**src/rtl/adq_pkg.sv**
```systemverilog
package adq_pkg;

  // operation codes on in_kind
  localparam logic [1:0] KIND_INS_REAR  = 2'd0;
  localparam logic [1:0] KIND_INS_FRONT = 2'd1;
  localparam logic [1:0] KIND_DEL_REAR  = 2'd2;
  localparam logic [1:0] KIND_DEL_FRONT = 2'd3;

  // result codes on out_status
  localparam logic [1:0] ST_OK            = 2'd0;
  localparam logic [1:0] ST_REAR_FULL     = 2'd1;
  localparam logic [1:0] ST_EMPTY         = 2'd2;
  localparam logic [1:0] ST_FRONT_BLOCKED = 2'd3;

  typedef enum logic [1:0] {
    S_IDLE,
    S_EXEC,
    S_DONE
  } state_t;

  typedef struct packed {
    logic load;
    logic exec;
  } cmd_t;

endpackage

```
**src/rtl/adq_ctrl.sv**
```systemverilog
module adq_ctrl (
  input  logic             clk,
  input  logic             rst_n,
  input  logic             in_valid,
  output logic             in_ready,
  output logic             out_valid,
  input  logic             out_ready,
  output adq_pkg::cmd_t    cmd
);

  adq_pkg::state_t state_r;
  adq_pkg::state_t state_nxt;

  always_ff @(posedge clk) begin
    if (!rst_n) begin
      state_r <= adq_pkg::S_IDLE;
    end else begin
      state_r <= state_nxt;
    end
  end

  always_comb begin
    state_nxt = state_r;
    unique case (state_r)
      adq_pkg::S_IDLE: begin
        if (in_valid) state_nxt = adq_pkg::S_EXEC;
      end
      adq_pkg::S_EXEC: begin
        state_nxt = adq_pkg::S_DONE;
      end
      adq_pkg::S_DONE: begin
        if (out_ready) state_nxt = adq_pkg::S_IDLE;
      end
      default: begin
        state_nxt = adq_pkg::S_IDLE;
      end
    endcase
  end

  always_comb begin
    in_ready  = 1'b0;
    out_valid = 1'b0;
    cmd       = '0;
    unique case (state_r)
      adq_pkg::S_IDLE: begin
        in_ready = 1'b1;
        cmd.load = in_valid;
      end
      adq_pkg::S_EXEC: begin
        cmd.exec = 1'b1;
      end
      adq_pkg::S_DONE: begin
        out_valid = 1'b1;
      end
      default: begin
        in_ready = 1'b0;
      end
    endcase
  end

endmodule

```
**src/rtl/adq_dpath.sv**
```systemverilog
module adq_dpath #(
  parameter int DEPTH = 8
) (
  input  logic                clk,
  input  logic                rst_n,
  input  adq_pkg::cmd_t       cmd,
  input  logic         [1:0]  in_kind,
  input  logic signed  [31:0] in_value,
  output logic         [1:0]  out_status,
  output logic signed  [31:0] out_removed
);

  localparam int IW = (DEPTH > 1) ? $clog2(DEPTH) : 1;
  localparam logic [IW-1:0] LAST = IW'(DEPTH - 1);

  logic [31:0] mem [DEPTH];

  logic [1:0]        kind_r;
  logic [31:0]       value_r;
  logic [IW-1:0]     front_r, front_nxt;
  logic [IW-1:0]     rear_r, rear_nxt;
  logic              empty_r, empty_nxt;
  logic [1:0]        status_r, status_nxt;
  logic              del_ok_r, del_ok_nxt;
  logic [31:0]       rd_data_r;
  logic              wr_en, rd_en;
  logic [IW-1:0]     addr;

  always_comb begin
    front_nxt  = front_r;
    rear_nxt   = rear_r;
    empty_nxt  = empty_r;
    status_nxt = adq_pkg::ST_OK;
    del_ok_nxt = 1'b0;
    wr_en      = 1'b0;
    rd_en      = 1'b0;
    addr       = rear_r;
    unique case (kind_r)
      adq_pkg::KIND_INS_REAR: begin
        if (empty_r) begin
          // front already sits at slot 0 when empty
          wr_en     = 1'b1;
          addr      = '0;
          rear_nxt  = '0;
          empty_nxt = 1'b0;
        end else if (rear_r == LAST) begin
          status_nxt = adq_pkg::ST_REAR_FULL;
        end else begin
          wr_en    = 1'b1;
          addr     = rear_r + 1'b1;
          rear_nxt = rear_r + 1'b1;
        end
      end
      adq_pkg::KIND_INS_FRONT: begin
        if (front_r != '0) begin
          wr_en     = 1'b1;
          addr      = front_r - 1'b1;
          front_nxt = front_r - 1'b1;
        end else if (empty_r) begin
          wr_en     = 1'b1;
          addr      = '0;
          rear_nxt  = '0;
          empty_nxt = 1'b0;
        end else begin
          status_nxt = adq_pkg::ST_FRONT_BLOCKED;
        end
      end
      adq_pkg::KIND_DEL_REAR: begin
        if (empty_r) begin
          status_nxt = adq_pkg::ST_EMPTY;
        end else begin
          rd_en      = 1'b1;
          del_ok_nxt = 1'b1;
          addr       = rear_r;
          if (rear_r == front_r) begin
            front_nxt = '0;
            rear_nxt  = '0;
            empty_nxt = 1'b1;
          end else begin
            rear_nxt = rear_r - 1'b1;
          end
        end
      end
      adq_pkg::KIND_DEL_FRONT: begin
        if (empty_r) begin
          status_nxt = adq_pkg::ST_EMPTY;
        end else begin
          rd_en      = 1'b1;
          del_ok_nxt = 1'b1;
          addr       = front_r;
          if (rear_r == front_r) begin
            front_nxt = '0;
            rear_nxt  = '0;
            empty_nxt = 1'b1;
          end else begin
            front_nxt = front_r + 1'b1;
          end
        end
      end
      default: begin
        status_nxt = adq_pkg::ST_OK;
      end
    endcase
  end

  // payload capture and result registers
  always_ff @(posedge clk) begin
    if (cmd.load) begin
      kind_r  <= in_kind;
      value_r <= in_value;
    end
    if (cmd.exec) begin
      status_r <= status_nxt;
    end
  end

  always_ff @(posedge clk) begin
    if (!rst_n) begin
      front_r  <= '0;
      rear_r   <= '0;
      empty_r  <= 1'b1;
      del_ok_r <= 1'b0;
    end else if (cmd.exec) begin
      front_r  <= front_nxt;
      rear_r   <= rear_nxt;
      empty_r  <= empty_nxt;
      del_ok_r <= del_ok_nxt;
    end
  end

  // slot storage, at most one access per operation
  always_ff @(posedge clk) begin
    if (cmd.exec && wr_en) begin
      mem[addr] <= value_r;
    end
    if (cmd.exec && rd_en) begin
      rd_data_r <= mem[addr];
    end
  end

  assign out_status  = status_r;
  assign out_removed = del_ok_r ? $signed(rd_data_r) : 32'sd0;

endmodule

```
**src/rtl/array_double_ended_queue_top.sv**
```systemverilog
// non-circular array deque holding up to DEPTH 32-bit items
// input channel: in_valid/in_ready with in_kind (0 insert rear, 1 insert
// front, 2 delete rear, 3 delete front) and in_value (ignored by deletes)
// result channel: out_valid/out_ready with out_status (0 ok, 1 rear full,
// 2 queue empty, 3 front insertion not possible) and out_removed (the
// deleted item on a successful delete, zero otherwise)
// exactly one result per item, in order
// the result is registered: the item passes through the S_EXEC state and
// its result is valid in S_DONE; the index update and the at most one
// slot-memory access happen in S_EXEC, and the next item is taken only
// once the result has been handed over
// a stalled receiver holds the result and in_ready stays low meanwhile
// reset empties the queue (front 0, rear 0, empty flag set); slot contents
// are not cleared and are only read after being written
module array_double_ended_queue_top #(
  parameter int DEPTH = 8
) (
  input  logic               clk,
  input  logic               rst_n,
  input  logic               in_valid,
  output logic               in_ready,
  input  logic        [1:0]  in_kind,
  input  logic signed [31:0] in_value,
  output logic               out_valid,
  input  logic               out_ready,
  output logic        [1:0]  out_status,
  output logic signed [31:0] out_removed
);

  adq_pkg::cmd_t cmd;

  adq_ctrl u_ctrl (
    .clk       (clk),
    .rst_n     (rst_n),
    .in_valid  (in_valid),
    .in_ready  (in_ready),
    .out_valid (out_valid),
    .out_ready (out_ready),
    .cmd       (cmd)
  );

  adq_dpath #(
    .DEPTH (DEPTH)
  ) u_dpath (
    .clk         (clk),
    .rst_n       (rst_n),
    .cmd         (cmd),
    .in_kind     (in_kind),
    .in_value    (in_value),
    .out_status  (out_status),
    .out_removed (out_removed)
  );

endmodule

```
**config.mk**
```make
export PLATFORM = sky130hd
export DESIGN_NAME = array_double_ended_queue_top
export DESIGN_NICKNAME = d
export VERILOG_FILES = /design/src/rtl/adq_pkg.sv /design/src/rtl/adq_ctrl.sv /design/src/rtl/adq_dpath.sv /design/src/rtl/array_double_ended_queue_top.sv
export SDC_FILE = /design/constraint.sdc
export NUM_CORES = 1
export LEC_CHECK = 0
export BUFFER_PORTS_ARGS = -buffer_cell sky130_fd_sc_hd__buf_4
export CAP_MARGIN = 20
export CORE_UTILIZATION = 60
export CTS_CLUSTER_DIAMETER = 120
export CTS_CLUSTER_SIZE = 28
export DETAILED_ROUTE_END_ITERATION = 10
export PLACE_DENSITY = 0.81
export REMOVE_ABC_BUFFERS = 1
export SETUP_SLACK_MARGIN = 0.02
export SYNTH_ARGS = -nofsm -noshare
export SYNTH_HDL_FRONTEND = slang
export SYNTH_SLANG_ARGS = --single-unit
export TNS_END_PERCENT = 30
```
**constraint.sdc**
```tcl
create_clock -name clk -period 6.7 [get_ports clk]
set_input_delay 1.34 -clock clk [delete_from_list [all_inputs] [get_ports clk]]
set_output_delay 1.34 -clock clk [all_outputs]
set_load 0.02 [all_outputs]
```
======== After elaboration in Yosys (flattened, before gate mapping) ========
Memory sizes are Yosys's and may differ from the RTL's. A register that Yosys moved wholly into a read port is not among the register bits.
Index checks and enable logic that the tools add are counted.
storage, ports and cells
  flip-flop bits (word level) ............. 46
  memory bits (writable) .................. 256
  input port bits ......................... 38
  memories kept ........................... 1
memories
  name         words  width  read ports  clocked after memory_dff  wr ports  RTL line         RTL
  u_dpath.mem  8      32     1           1                         1         adq_dpath.sv:16  logic [31:0] mem [DEPTH];
operators by class
  equality and inequality tests ........... 15
  reduce and logical (&&, ||, !) cells .... 11
  add/subtract/negate cells ............... 4
  muxes and demuxes ....................... 43
operator list
  operator                                                                 count
  3-bit 2-to-1 mux                                                         13
  32-bit 2-to-1 mux                                                        1
  3-bit one-hot mux with 4 select lines                                    2
  1-bit 2-to-1 mux                                                         16
  2-bit 2-to-1 mux                                                         6
  2-bit one-hot mux with 3 select lines                                    2
  2-bit inequality test, second input constant                             5
  3-bit one-hot mux with 3 select lines                                    1
  3-bit by 1-bit adder with 3-bit output, second input constant            2
  2-bit == test, second input constant                                     3
  2-bit by 1-bit inequality test with 1-bit output, second input constant  3
  6-bit AND reduction                                                      1
  3-bit nonzero test                                                       2
  3-bit by 1-bit subtractor with 3-bit output, second input constant       2
  5-bit AND reduction                                                      1
  2-bit by 1-bit == test with 1-bit output, second input constant          2
  2-bit logical NOT                                                        2
  2-bit AND reduction                                                      2
  3-bit == test                                                            1
  3-bit == test, second input constant                                     1
  1-bit one-hot mux with 3 select lines                                    1
  1-bit logical AND                                                        2
  1-bit one-hot mux with 2 select lines                                    1
  2-bit OR reduction                                                       1

======== Depth between registers and ports, before layout ========
  depth after elaboration ................. 7
  depth in mapped cells ................... 11
  gate-level depth less buffers ........... 9

======== By module ========
From an unflattened synthesis, not the netlist that was laid out.
second synthesis, totals
  cell total of the unflattened synthesis .. 729
  area total of the unflattened synthesis .. 13,380.3 µm²
by module, submodules not included
  module     cells each  times used  area an instance (µm²)  sequential area each (µm²)
  adq_dpath  720         1           13,287.7                9,889.5
  adq_ctrl   9           1           92.6                    40.0

======== Least setup slack after synthesis ========
No wires, ideal clock.
  path type ............................... register to register
  start ................................... reg u_dpath.front_r[0]
  end ..................................... mem u_dpath.mem[2][0] (enable)
  setup slack ............................. 2.173 ns
  stages on the path, launching flop included .. 10
  required time ........................... 6.239 ns
  data arrival time ....................... 4.066 ns
  path buffers ............................ 3
  path through ............................ dfxtp_1 > inv_1 > ha_1 > o31ai_1 > nand2_1 > a311o_1 > buf_2 > buf_4 > buf_6 > nor3_1
on the way
  longest elaborated chain between the ends .. 6
  elaborated cells on any way between the ends .. 10
  classes of those cells .................. 1 x add/sub; 7 x mux; 2 x reduce/logical
ends and longest elaborated chain
  what                                    RTL line          RTL
  start: declaration                      adq_dpath.sv:20   logic [IW-1:0] front_r, front_nxt;
  start signal: assignment                adq_dpath.sv:124  front_r <= front_nxt;
  3-bit nonzero test                      adq_dpath.sv:55   if (front_r != '0) begin
  1-bit 2-to-1 mux                        adq_dpath.sv:55
  1-bit one-hot mux with 2 select lines   adq_dpath.sv:38   unique case (kind_r)
  1-bit logical AND                       adq_dpath.sv:133  if (cmd.exec && wr_en) begin
  1-bit 2-to-1 mux                        adq_dpath.sv:133
  1-bit 2-to-1 mux (implied by the code)  adq_dpath.sv:134  mem[addr] <= value_r;
  end: declaration                        adq_dpath.sv:16
Several ways; a longest one is shown, not always the timed one.

======== Final worst setup path ========
  start ................................... reg u_dpath.kind_r[1]
  end ..................................... reg u_dpath.rd_data_r[19] (read register of u_dpath.mem) (data pin)
on the way
  longest elaborated chain between the ends .. 4
  elaborated cells on any way between the ends .. 8
  classes of those cells .................. 3 x eq/ne; 2 x mux; 3 x reduce/logical
ends and longest elaborated chain
  what                          RTL line          RTL
  start: declaration            adq_dpath.sv:18   logic [1:0] kind_r;
  start signal: assignment      adq_dpath.sv:109  kind_r <= in_kind;
  2-bit == test                 adq_dpath.sv:38
  2-bit OR reduction (no line)  --
  1-bit 2-to-1 mux              --
  1-bit logical AND             adq_dpath.sv:136  if (cmd.exec && rd_en) begin
  end: declaration              adq_dpath.sv:25   logic [31:0] rd_data_r;
Several ways; a longest one is shown, not always the timed one.
A chain may end at the register's enable or synchronous reset.

==> out/metrics.csv <==
stage,metric,value,unit
synth,synth_area,13200,µm²
setup_path,cp-startpoint,u_dpath.kind_r[1],
setup_path,path_class,reg -> reg,
timing,slew_viol_final,0,
synth,yosysTopAreaCellShare,73.7,%
setup_path,r2r_cells,8,
setup_path,max_stage_delay,890,ps
global_route,overflow,0,
timing,finalSetupViolCount,0,
routing,wl_per_cell,23.0,µm
timing,fin_tns_setup,0,ps
timing,finalWorstPathRequiredPeriod,4410,ps
power_and_ir_drop,ir_drop,0.161,mV
outcome,outcome,finished clean,
routing,dr.pass1.iters,5,
timing,rsz0062_at_grt,no,
finish,multi_input_area,3080,µm²
timing,period_share,65.9,%
die,fp-row-count,53,
power_and_ir_drop,power_report.internal_total,0.00281,W
finish,area_growth,9.74,%
synth,syn_area_per_cell,17.7,µm²
setup_path,crit_slowest_cell,edfxtp_1,
placed_design,dpl.cell_count,1076,
synth,synthCells,747,
finish,diodes,0,
routing,finalWirelength,25.4,mm
clocking,cts_made_buffers,15,
power_and_ir_drop,clockPowerShare,29.0,%
finish,final_cell_mix,"edfxtp_1, mux2_2, buf_4, mux2i_1, a21oi_1",
routing,drt-initial-drc-count,748,
synth,synth-edff-count,324,
timing,hold_violations,0,
clocking,clk_latency,490,ps
global_route,grt_pass1_vias,7060,
setup_path,cp.depth,8,
placed_design,port_buffers,73,
power_and_ir_drop,power,0.00349,W
setup_path,startpoint_type,register,
routing,viasPerCell,6.21,
timing,slew_headroom,29.2,%
power_and_ir_drop,switching_power,0.000678,W
global_route,grt_max_degree,71,
timing,tightest_slew,1060,ps
clocking,cts_buffer_depth,3,
clocking,cts_tree,built,
setup_path,setup.reg_to_reg.worst_slack,2290,ps
die,io_pins,74,
clocking,cts_setup_buffers,0,
die,die_y,150,µm
finish,final_common_cell,edfxtp_1,
die,fp.dieW,150,µm
synth,synth_flop_cell,edfxtp_1,
power_and_ir_drop,power.density,241,nW/µm²
finish,nets,861,
placed_design,place_congestion,0.836,
run,maxCapViolCount,0,
timing,skew,10.7,ps
min_path,min_path_type,reg -> reg,
timing,max_freq,227,MHz
clocking,htree_levels,1,
global_route,antenna_found_initial,0,
global_route,grt_usage,22.9,%
routing,drtAntennaViolNets,0,
synth,yosysUniqueCellTypes,45,
routing,vias,6840,
synth,synth-warning-count,0,
finish,fillCellCount,1364,
setup_path,critPathBufInv,1,
setup_path,timing.rr.start,u_dpath.kind_r[1],
clocking,root_buffer,clkbuf_16,
setup_path,crit_family,simple AND/OR/NAND/NOR gates,
clocking,clock-sinks,334,
die,dieArea,22600,µm²
die,design.core.area,21300,µm²
setup_path,timing.rr.end,u_dpath.rd_data_r[19],
synth,yosys_register_bits,334,
setup_path,cp.arrival,4640,ps
routing,drc_errors,0,
placed_design,pre_cts_ws,2390,ps
power_and_ir_drop,p_leak,5.14,nW
finish,regArea,9930,µm²
synth,synth_area_leader_cell,edfxtp_1,
placed_design,dpl.hpwl,13.9,mm
timing,setup_ws,2290,ps
finish,final_util,68.1,%
global_route,grt_pass1_wl,38.3,mm
power_and_ir_drop,swShare,19.4,%
setup_path,worstPathMaxFanout,57,
clocking,cts.clk_slew.worst_paths,100,ps
finish,final_cells,1101,
clocking,ctsResizeCount,0,
setup_path,worst_setup_path_end_kind,register,
synth,synth-seq-area-share,75.2,%
power_and_ir_drop,p_seq_share,67.5,%
setup_path,crit_end,u_dpath.rd_data_r[19],
setup_path,worstPathCellList,"nand2b_1, a21o_1, nor2_1, nor2_4, buf_4, nand2_2, o22ai_1, a21oi_1",
power_and_ir_drop,pwr-share-comb,3.4,%
setup_path,crit_required,6930,ps
clocking,cts.hold.buffers_added,0,
finish,drive_gt1_share,26.6,%
synth,synth.area.top_cells,"edfxtp_1, mux2_2, mux2i_1",
synth,async_reset_ff_share,0,%
die,start_util,62.0,%
[stage by stage]
step	hold WS (ps)	cell area [µm²]
final	522	14500
after global routing	547	14500
after CTS	524	14500
after detailed placement	505	14100
after global placement	499	14100
after floorplan	526	13000
[cells by family after synthesis]
| group | synth area share, % |
|---|---|
| buffers and inverters | 2.09 |
| xor gates and xnor gates | 0.265 |
| AOI/OAI and AO/OA | 4.65 |
| and+or+nand+nor | 3.83 |
| muxes | 13.5 |
| DFF | 75.2 |
| adders and majority gates | 0.474 |
[registers in the layout, summed over array words and instances (netlist names), 2 cells and up]
name	count
u_dpath.value_r	32
u_dpath.front_r	3
u_dpath.rd_data_r	32
u_dpath.mem	256
u_ctrl.state_r	2
u_dpath.kind_r	2
u_dpath.out_status	2
u_dpath.rear_r	3
[routing by layer]
metal  track usage, %  vias to the layer above  routed length, µm
met5                0                        -                  0
met4             7.63                        0                410
met3             2.94                       43               1720
met2             39.4                      279              12900
met1             30.4                     3475              10300
li1                 -                     3043                  -
[worst min-delay path by stage]
stage / start / to / slack, ps / depth (start not counted)
CTS: u_dpath.del_ok_r / u_dpath.del_ok_r / 520 / 2
floorplan: u_dpath.front_r[1] / u_dpath.front_r[1] / 530 / 2
global route: u_dpath.del_ok_r / u_dpath.del_ok_r / 550 / 2
global placement: u_dpath.del_ok_r / u_dpath.del_ok_r / 500 / 2
finish: u_dpath.del_ok_r / u_dpath.del_ok_r / 520 / 2
detailed placement: u_dpath.del_ok_r / u_dpath.del_ok_r / 500 / 2
[cell usage after synthesis, types with 2 or more instances]
| cell | instances |
|---|---|
| a31oi_1 | 2 |
| ha_1 | 5 |
| nand3_1 | 3 |
| buf_4 | 2 |
| nor3_1 | 10 |
| o221a_2 | 2 |
| clkbuf_1 | 21 |
| nand2b_1 | 7 |
| mux2i_1 | 72 |
| and2_1 | 34 |
| inv_1 | 7 |
| o31ai_1 | 2 |
| o22ai_1 | 31 |
| nor2b_1 | 6 |
| xor2_1 | 3 |
| a211oi_1 | 3 |
| buf_2 | 7 |
| a21oi_1 | 40 |
| edfxtp_1 | 324 |
| clkbuf_4 | 2 |
| mux2_2 | 94 |
| a21o_1 | 3 |
| nor2_1 | 16 |
| dfxtp_1 | 10 |
| nand2_1 | 10 |
| buf_12 | 4 |
| o21ai_0 | 9 |
[tightest hold or removal path, stage by stage (launching register included)]
cell,delay [ps]
dfxtp_1,320
a21oi_1,120
nor2b_1,50
[power groups by stage]
stage | combinational (W) | sequential [W] | clock (W)
5_1_grt | 0.000130 | 0.00236 | 0.00110
6_report | 0.000120 | 0.00236 | 0.00101
3_5_place_dp | 0.000119 | 0.00240 | 0
4_1_cts | 0.000120 | 0.00236 | 0.00103
2_1_floorplan | 0.0000699 | 0.00239 | 0
3_3_place_gp | 0.000114 | 0.00240 | 0
[cell type report]
cell class | instances | share of cell area [%]
repair buffers | 92 | 4.77
clock buffers | 25 | 2.92
inverters | 7 | 0.181
multi-input cells | 368 | 21.2
flip-flops and latches | 334 | 68.5
well taps | 275 | 2.37
(Power assumes the default switching activity.)
